### src/rtl/core/mcss_pkg.sv
// ----------------------------------------------------------------------------
// mcss_pkg
// Shared types, codes and the legal-transition table of the run-state
// supervisor.
// ----------------------------------------------------------------------------
package mcss_pkg;

    localparam int StateW   = 5;
    localparam int CmdW     = 3;
    localparam int WordW    = 32;
    localparam int HoldW    = 16;
    localparam int CfgIdxW  = 2;
    localparam int InDataW  = 72;
    localparam int OutDataW = 168;

    // Run-state codes (dense numbering, also the output code)
    localparam logic [StateW-1:0] StIdle          = 5'd0;
    localparam logic [StateW-1:0] StIdleAlignment = 5'd1;
    localparam logic [StateW-1:0] StIdleStart     = 5'd3;
    localparam logic [StateW-1:0] StAnyStop       = 5'd7;
    localparam logic [StateW-1:0] StStopIdle      = 5'd9;
    localparam logic [StateW-1:0] StFaultNow      = 5'd10;
    localparam logic [StateW-1:0] StFaultOver     = 5'd11;
    localparam logic [StateW-1:0] StAutotuneFirst = 5'd21;

    // Command codes
    localparam logic [CmdW-1:0] CmdStateReq = 3'd0;
    localparam logic [CmdW-1:0] CmdFault    = 3'd1;
    localparam logic [CmdW-1:0] CmdError    = 3'd2;
    localparam logic [CmdW-1:0] CmdTick     = 3'd3;
    localparam logic [CmdW-1:0] CmdWarning  = 3'd4;
    localparam logic [CmdW-1:0] CmdFaultAck = 3'd5;

    // Register indexes
    localparam logic [CfgIdxW-1:0] RegHoldTicks = 2'd0;
    localparam logic [CfgIdxW-1:0] RegSwfMask   = 2'd1;
    localparam logic [CfgIdxW-1:0] RegAtEnable  = 2'd2;

    localparam logic [HoldW-1:0] HoldReset = 16'd2000;
    localparam logic [WordW-1:0] SwfReset  = 32'd128;

    typedef struct packed {
        logic [HoldW-1:0] hold_ticks;
        logic [WordW-1:0] swf_mask;
        logic             at_en;
    } t_cfg;

    typedef struct packed {
        logic [CmdW-1:0]   command;
        logic [StateW-1:0] requested_state;
        logic [WordW-1:0]  set_bits;
        logic [WordW-1:0]  clear_bits;
    } t_item;

    typedef struct packed {
        logic [StateW-1:0] run_state;
        logic [WordW-1:0]  fault_word;
        logic [WordW-1:0]  fault_record;
        logic [WordW-1:0]  error_word;
        logic [WordW-1:0]  error_record;
        logic [WordW-1:0]  warning_word;
        logic [HoldW-1:0]  hold_counter;
    } t_words;

    // Legal successors of a state, one bit per target code
    function automatic logic [WordW-1:0] legal_next(input logic [StateW-1:0] st);
        logic [WordW-1:0] m;
        m = '0;
        case (st)
            5'd0:  m = (32'd1 << 3) | (32'd1 << 1) | (32'd1 << 12) | (32'd1 << 21);
            5'd1:  m = (32'd1 << 7) | (32'd1 << 13) | (32'd1 << 14);
            5'd2:  m = (32'd1 << 7);
            5'd3:  m = (32'd1 << 7) | (32'd1 << 16) | (32'd1 << 4) | (32'd1 << 17)
                       | (32'd1 << 1);
            5'd4:  m = (32'd1 << 19) | (32'd1 << 7) | (32'd1 << 5);
            5'd5:  m = (32'd1 << 6) | (32'd1 << 7);
            5'd6:  m = (32'd1 << 7);
            5'd7:  m = (32'd1 << 8);
            5'd8:  m = (32'd1 << 9);
            5'd9:  m = (32'd1 << 0) | (32'd1 << 12);
            5'd12: m = (32'd1 << 0);
            5'd13: m = (32'd1 << 14) | (32'd1 << 7);
            5'd14: m = (32'd1 << 15) | (32'd1 << 7);
            5'd15: m = (32'd1 << 2) | (32'd1 << 7);
            5'd16: m = (32'd1 << 17) | (32'd1 << 7);
            5'd17: m = (32'd1 << 18) | (32'd1 << 7) | (32'd1 << 20);
            5'd18: m = (32'd1 << 4) | (32'd1 << 7);
            5'd19: m = (32'd1 << 4) | (32'd1 << 7) | (32'd1 << 5);
            5'd20: m = (32'd1 << 18) | (32'd1 << 7);
            5'd21: m = (32'd1 << 22);
            5'd22: m = (32'd1 << 23);
            5'd23: m = (32'd1 << 24);
            5'd24: m = (32'd1 << 0);
            default: m = '0;
        endcase
        return m;
    endfunction

endpackage

### src/rtl/core/mcss_step.sv
// ----------------------------------------------------------------------------
// mcss_step
// Next-state logic for one command: transition check, fault latch, error
// hold and warning update.
// ----------------------------------------------------------------------------
module mcss_step (
    input  mcss_pkg::t_cfg   i_cfg,
    input  mcss_pkg::t_words i_cur,
    input  mcss_pkg::t_item  i_item,
    output mcss_pkg::t_words o_nxt,
    output logic             o_accepted
);

    logic [mcss_pkg::WordW-1:0]  allowed;
    logic                        req_ok;
    logic                        req_exempt;
    logic                        do_fault;
    logic [mcss_pkg::WordW-1:0]  f_set;
    logic [mcss_pkg::WordW-1:0]  f_clr;
    logic [mcss_pkg::WordW-1:0]  f_word;
    logic [mcss_pkg::WordW-1:0]  e_word;
    logic [mcss_pkg::HoldW-1:0]  cnt_inc;

    always_comb begin
        allowed = mcss_pkg::legal_next(i_cur.run_state);
        if (i_cur.run_state >= mcss_pkg::StAutotuneFirst && !i_cfg.at_en) begin
            allowed = '0;
        end
        // codes 25..31 have no bit in any mask
        req_ok     = allowed[i_item.requested_state];
        req_exempt = (i_item.requested_state == mcss_pkg::StIdleStart)
                  || (i_item.requested_state == mcss_pkg::StIdleAlignment)
                  || (i_item.requested_state == mcss_pkg::StAnyStop);

        do_fault = (i_item.command == mcss_pkg::CmdFault)
                || (i_item.command == mcss_pkg::CmdStateReq && !req_ok && !req_exempt);
        f_set = (i_item.command == mcss_pkg::CmdFault) ? i_item.set_bits : i_cfg.swf_mask;
        f_clr = (i_item.command == mcss_pkg::CmdFault) ? i_item.clear_bits : '0;
        f_word = (i_cur.fault_word | f_set) & ~f_clr;

        e_word  = (i_cur.error_word | i_item.set_bits) & ~i_item.clear_bits;
        cnt_inc = i_cur.hold_counter + 1'b1;

        o_nxt      = i_cur;
        o_accepted = 1'b0;

        if (do_fault) begin
            o_nxt.fault_word   = f_word;
            o_nxt.fault_record = i_cur.fault_record | f_set;
            if (i_cur.run_state == mcss_pkg::StFaultNow) begin
                if (f_word == '0) begin
                    o_nxt.run_state = mcss_pkg::StFaultOver;
                end
            end else if (f_word != '0) begin
                o_nxt.run_state = mcss_pkg::StFaultNow;
            end
        end

        case (i_item.command)
            mcss_pkg::CmdStateReq: begin
                if (req_ok) begin
                    o_nxt.run_state = i_item.requested_state;
                    o_accepted      = 1'b1;
                end
            end
            mcss_pkg::CmdError: begin
                o_nxt.error_word = e_word;
                if (e_word != '0) begin
                    o_nxt.error_record = e_word;
                end
            end
            mcss_pkg::CmdTick: begin
                if (i_cur.error_record != '0 && i_cur.error_word == '0) begin
                    if (cnt_inc >= i_cfg.hold_ticks) begin
                        o_nxt.hold_counter = '0;
                        o_nxt.error_record = '0;
                    end else begin
                        o_nxt.hold_counter = cnt_inc;
                    end
                end
            end
            mcss_pkg::CmdWarning: begin
                o_nxt.warning_word = (i_cur.warning_word | i_item.set_bits)
                                   & ~i_item.clear_bits;
            end
            mcss_pkg::CmdFaultAck: begin
                if (i_cur.run_state == mcss_pkg::StFaultOver) begin
                    o_nxt.run_state    = mcss_pkg::StStopIdle;
                    o_nxt.fault_record = '0;
                    o_accepted         = 1'b1;
                end
            end
            default: begin
            end
        endcase
    end

endmodule

### src/rtl/core/motor_control_state_supervisor.sv
// ----------------------------------------------------------------------------
// motor_control_state_supervisor
// Run-state supervisor for a motor drive with critical-fault latch, error
// hold timer and warning word.
// ----------------------------------------------------------------------------
// Usage:
//   Commands arrive on the s_axis channel, one per transfer. Each command
//   produces exactly one result transfer on m_axis carrying the accepted
//   flag, the run state and the fault, error and warning words after it.
//   The configuration port writes hold ticks (index 0), software fault
//   mask (index 1) and autotune enable (index 2); write only while idle.
// Timing:
//   A transfer goes into an input register; when the result register is free
//   or being read, one pass of the transition/mask logic moves it into the
//   result register. One command per cycle sustained while m_axis_tready
//   stays high; the state registers update as each command leaves the input
//   register.
// Reset:
//   Synchronous, active low. State goes to IDLE, all words and the hold
//   counter clear, registers take their defaults (2000, 0x80, 1).
// Stall:
//   If m_axis_tready is low the result holds, one more command waits in
//   the input register, and s_axis_tready then drops.
// ----------------------------------------------------------------------------
module motor_control_state_supervisor (
    input  logic                             i_clk,
    input  logic                             i_rst_n,
    input  logic                             s_axis_tvalid,
    output logic                             s_axis_tready,
    // command[2:0], requested_state[7:3], set_bits[39:8], clear_bits[71:40]
    input  logic [mcss_pkg::InDataW-1:0]     s_axis_tdata,
    output logic                             m_axis_tvalid,
    input  logic                             m_axis_tready,
    // accepted[0], current_state[5:1], faults_present[37:6],
    // faults_history[69:38], errors_present[101:70], errors_held[133:102],
    // warnings_present[165:134], zero pad[167:166]
    output logic [mcss_pkg::OutDataW-1:0]    m_axis_tdata,
    input  logic                             i_cfg_we,
    input  logic [mcss_pkg::CfgIdxW-1:0]     i_cfg_index,
    input  logic [mcss_pkg::WordW-1:0]       i_cfg_wdata
);

    mcss_pkg::t_cfg   r_cfg;
    mcss_pkg::t_words r_words;
    mcss_pkg::t_words n_words;
    mcss_pkg::t_item  r_item;
    logic             r_in_valid;
    logic             r_out_valid;
    logic [mcss_pkg::OutDataW-1:0] r_out_data;
    logic             n_accepted;
    logic             fire;

    assign fire          = r_in_valid && (!r_out_valid || m_axis_tready);
    assign s_axis_tready = !r_in_valid || fire;
    assign m_axis_tvalid = r_out_valid;
    assign m_axis_tdata  = r_out_data;

    mcss_step u_step (
        .i_cfg      (r_cfg),
        .i_cur      (r_words),
        .i_item     (r_item),
        .o_nxt      (n_words),
        .o_accepted (n_accepted)
    );

    always_ff @(posedge i_clk) begin
        if (!i_rst_n) begin
            r_cfg.hold_ticks <= mcss_pkg::HoldReset;
            r_cfg.swf_mask   <= mcss_pkg::SwfReset;
            r_cfg.at_en      <= 1'b1;
        end else if (i_cfg_we) begin
            unique case (i_cfg_index)
                mcss_pkg::RegHoldTicks: r_cfg.hold_ticks <= i_cfg_wdata[mcss_pkg::HoldW-1:0];
                mcss_pkg::RegSwfMask:   r_cfg.swf_mask   <= i_cfg_wdata;
                mcss_pkg::RegAtEnable:  r_cfg.at_en      <= i_cfg_wdata[0];
                default: begin
                end
            endcase
        end
    end

    always_ff @(posedge i_clk) begin
        if (!i_rst_n) begin
            r_in_valid  <= 1'b0;
            r_out_valid <= 1'b0;
            r_words     <= '{run_state: mcss_pkg::StIdle, default: '0};
        end else begin
            if (s_axis_tvalid && s_axis_tready) begin
                r_in_valid <= 1'b1;
            end else if (fire) begin
                r_in_valid <= 1'b0;
            end
            if (fire) begin
                r_out_valid <= 1'b1;
                r_words     <= n_words;
            end else if (m_axis_tready) begin
                r_out_valid <= 1'b0;
            end
        end
    end

    // payload registers
    always_ff @(posedge i_clk) begin
        if (s_axis_tvalid && s_axis_tready) begin
            r_item.command         <= s_axis_tdata[2:0];
            r_item.requested_state <= s_axis_tdata[7:3];
            r_item.set_bits        <= s_axis_tdata[39:8];
            r_item.clear_bits      <= s_axis_tdata[71:40];
        end
        if (fire) begin
            r_out_data <= {2'b00, n_words.warning_word, n_words.error_record,
                           n_words.error_word, n_words.fault_record,
                           n_words.fault_word, n_words.run_state, n_accepted};
        end
    end

endmodule

### config.mk
export PLATFORM = sky130hd
export DESIGN_NAME = motor_control_state_supervisor
export DESIGN_NICKNAME = d
export VERILOG_FILES = /design/src/rtl/core/mcss_pkg.sv /design/src/rtl/core/mcss_step.sv /design/src/rtl/core/motor_control_state_supervisor.sv
export SDC_FILE = /design/constraint.sdc
export NUM_CORES = 1
export LEC_CHECK = 0
export BUFFER_PORTS_ARGS = -buffer_cell sky130_fd_sc_hd__buf_4
export CORE_ASPECT_RATIO = 1.5
export CORE_MARGIN = 2
export CORE_UTILIZATION = 62
export DETAILED_ROUTE_END_ITERATION = 10
export PLACE_DENSITY = 0.94
export REMOVE_ABC_BUFFERS = 1
export SLEW_MARGIN = 20
export SYNTH_ARGS = -nofsm -noshare
export SYNTH_HDL_FRONTEND = slang
export SYNTH_SLANG_ARGS = --single-unit
### constraint.sdc
create_clock -name i_clk -period 9.8 [get_ports i_clk]
set_input_delay 0.98 -clock i_clk [delete_from_list [all_inputs] [get_ports i_clk]]
set_output_delay 0.98 -clock i_clk [all_outputs]
set_load 0.02 [all_outputs]
==> metrics.csv <==
stage;metric;value;unit
run_status;status;finished clean;
routing;wl_per_cell;24.7;microns
floorplan;dieArea;35400;sq um
timing;setup_tns;0;ns
critical_path;cp_slowest_cell;buf_4;
clocking;clk_latency;0.57;ns
synthesis;synthArstFlopShare;0;%
pwr;p_leak;9.35;nW
routing;wirelength;68.0;mm
hold_path;hold_class;reg2reg;
clocking;cts_num_sinks;492;
critical_path;cp_max_fo;101;
grt;globalRouteTotalUtil;37.6;%
place;dp.cells;2675;
floorplan;die_y;230;microns
timing;slew_headroom;17.7;%
synthesis;ys_types;69;
critical_path;worstPathRequired;10.22;ns
floorplan;die_x;154;microns
grt;antenna_found_initial;1;
grt;grt_pass1_vias;18066;
critical_path;worst_path_dominant_cell_family;compound AO/OA/AOI/OAI gates;
clocking;clk_pin_slew;0.07;ns
timing;rsz0062_at_grt;false;
clocking;cts_max_level;2;
pwr;peakVddDrop;0.137;mV
critical_path;crit_type;reg2reg;
clocking;cts_resized;0;
layout;final_cells;2754;
critical_path;end_kind;register;
synthesis;syn_area;21000;sq um
pwr;power.density;180;nW/um^2
grt;grt_remaining_overflow;0;
place;routabilityCongestion;0.914;
routing;drt-vias-per-instance;6.70;
critical_path;startpoint_type;register;
place;post-place-ws;4.86;ns
pwr;switchingPower;1.09;mW
clocking;cts_buffer_depth;3;
layout;final_common_cell;nand2_1;
place;place_hpwl;45.3;mm
routing;vias;18446;
clocking;cts_buffers;43;
critical_path;crit_chain;buf_4 -> or3b_1 -> buf_4 -> a211oi_1 -> o22ai_1 -> nor4_1 -> nand4_1 -> o22ai_2 -> a211oi_2 -> inv_1 -> ha_1 -> mux2i_1 -> o22ai_1;
timing;period_share;51.2;%
pwr;p_int;3.37;mW
timing;fin_crit;5.02;ns
timing;setup_ws;4.78;ns
critical_path;crit_buf_inv;3;
layout;diodes;0;
run;max_cap_viol_count;0;
timing;hold_viol;0;
pwr;p_seq_share;51.5;%
layout;final_nets;2433;
routing;first_iter_violations;2250;
layout;layout-drive-gt1-share;19.1;%
synthesis;synth_edf_count;238;
layout;final_core_util;74.0;%
synthesis;ys_ff_latch;492;
critical_path;cp_data_arrival_time;5.43;ns
critical_path;crit_path_max_incr_delay;0.73;ns
pwr;power_frac_comb;8.8;%
grt;grt_max_degree;203;
clocking;cts_tree;yes;
timing;max_clock_freq;199;MHz
layout;fill_cells;2129;
layout;final_cell_mix;nand2_1, buf_4, dfxtp_1;
timing;maxSlewViolCount;0;
routing;drtPass1Iterations;7;
synthesis;netlist_instances;2096;
floorplan;io_pins;281;
layout;area_delta_synth_final;17.7;%
routing;postRouteAntennaNets;0;
clocking;cts_root_buffer;clkbuf_16;
floorplan;rows;82;
timing;final.setup_skew;0.0165;ns
clocking;postCtsSetupBuffers;0;
synthesis;yosysWarnings;0;
synthesis;ys.flop_type;dfxtp_1;
pwr;sw_frac_of_total;24.5;%
synthesis;postSynthAreaPerCell;10.0;sq um
grt;grt_pass1_wl;102;mm
timing;worst_slew_pin_slew;1.22;ns
routing;drcViolationCount;0;
floorplan;start_util;62.8;%
timing;setup_violations;0;
synthesis;yosysSeqAreaShare;58.2;%
place;io_buffers;278;
clocking;cts-hold-fix-buffers;0;
pwr;clkPwrFrac;39.7;%
floorplan;core;33400;sq um
## power groups by stage
stage                     clock, mW  combinational, mW  sequential, mW
final                          1.77              0.392            2.30
after global routing           1.85              0.414            2.30
after floorplan                   0              0.178            2.35
after global placement            0              0.366            2.33
after detailed placement          0              0.377            2.33
after CTS                      1.76              0.381            2.29
## worst min-delay path, stage by stage, from the launching register on
cell and delay [ns]:
dfxtp_1 0.31, nand2_1 0.05, a21oi_1 0.05
## flip-flops by register name, indices dropped and copies added, names as in the netlist, named ones only
| name | cells |
|---|---|
| r_in_valid | 1 |
| r_cfg | 49 |
| r_words | 181 |
| m_axis_tvalid | 1 |
| r_item | 72 |
| m_axis_tdata | 166 |
## final timing paths
kind	start	endpoint	slack, ns	cells after the start
worst min-delay path	r_words[26]	r_words[26]	0.46	2
worst min register to register	r_words[26]	r_words[26]	0.46	2
worst max-delay path	r_item[69]	register	4.78	13
worst max register to register	r_item[69]	register	4.78	13
## Yosys cell counts (all sizes together) (13+ instances only)
cell type / instances / area, sq um
a211oi: 51 / 478
a21o: 24 / 180
a21oi: 249 / 1250
a22o: 32 / 280
a22oi: 32 / 240
a2bb2oi: 19 / 166
buf: 32 / 183
clkbuf: 110 / 414
dfxtp: 254 / 5080
edfxtp: 238 / 7150
ha: 21 / 263
inv: 34 / 130
mux2i: 33 / 330
nand2: 450 / 1690
nand3: 14 / 70.1
nand4: 21 / 131
nor2: 148 / 572
nor2b: 13 / 81.3
nor3: 17 / 85.1
nor4: 30 / 188
nor4bb: 28 / 280
o21a: 19 / 143
o21ai: 51 / 259
o221ai: 32 / 280
o22ai: 24 / 156
or2: 32 / 200
## logic make-up (layout without fill, tap and decap cells)
group	count (synthesis)	count (layout)	share of synthesized area, %
buffers and inverters	178	415	3.49
AOI/OAI and AO/OA	563	563	17.6
xor gates and xnor gates	14	14	0.583
DFF	492	492	58.2
other	1	2	0.0178
and+or+nand+nor	789	789	16.9
muxes	38	38	1.89
adders and majority gates	21	21	1.25
## layer usage
| metal | track usage, % | vias up | part of all wire, % |
|---|---|---|---|
| met5 | 0 | - | 0.040 |
| met4 | 26.9 | 2 | 8.5 |
| met3 | 7.61 | 382 | 10 |
| met2 | 62.7 | 1377 | 48 |
| met1 | 43.2 | 8720 | 33 |
| li1 | - | 7965 | - |
## through the flow
| step | total power [mW] | hold slack, ns | instance area, sq um |
|---|---|---|---|
| after floorplan | 2.52 | 0.436 | 20400 |
| after global placement | 2.70 | 0.441 | 23300 |
| after detailed placement | 2.71 | 0.446 | 23300 |
| after CTS | 4.44 | 0.455 | 24700 |
| after global routing | 4.56 | 0.465 | 24700 |
| final | 4.47 | 0.456 | 24700 |
## final cells by class
cell class                      count  area [sq um]  area share, %
Sequential cell                   492         12200           49.4
Multi-Input combinational cell   1427          8110           32.8
Timing Repair Buffer              301          2290           9.26
Clock buffer                       60          1220           4.94
Tap cell                          420           526           2.12
Clock inverter                     18           216          0.875
Inverter                           36           148          0.597
Note: power is estimated with default switching activity, not from simulation.
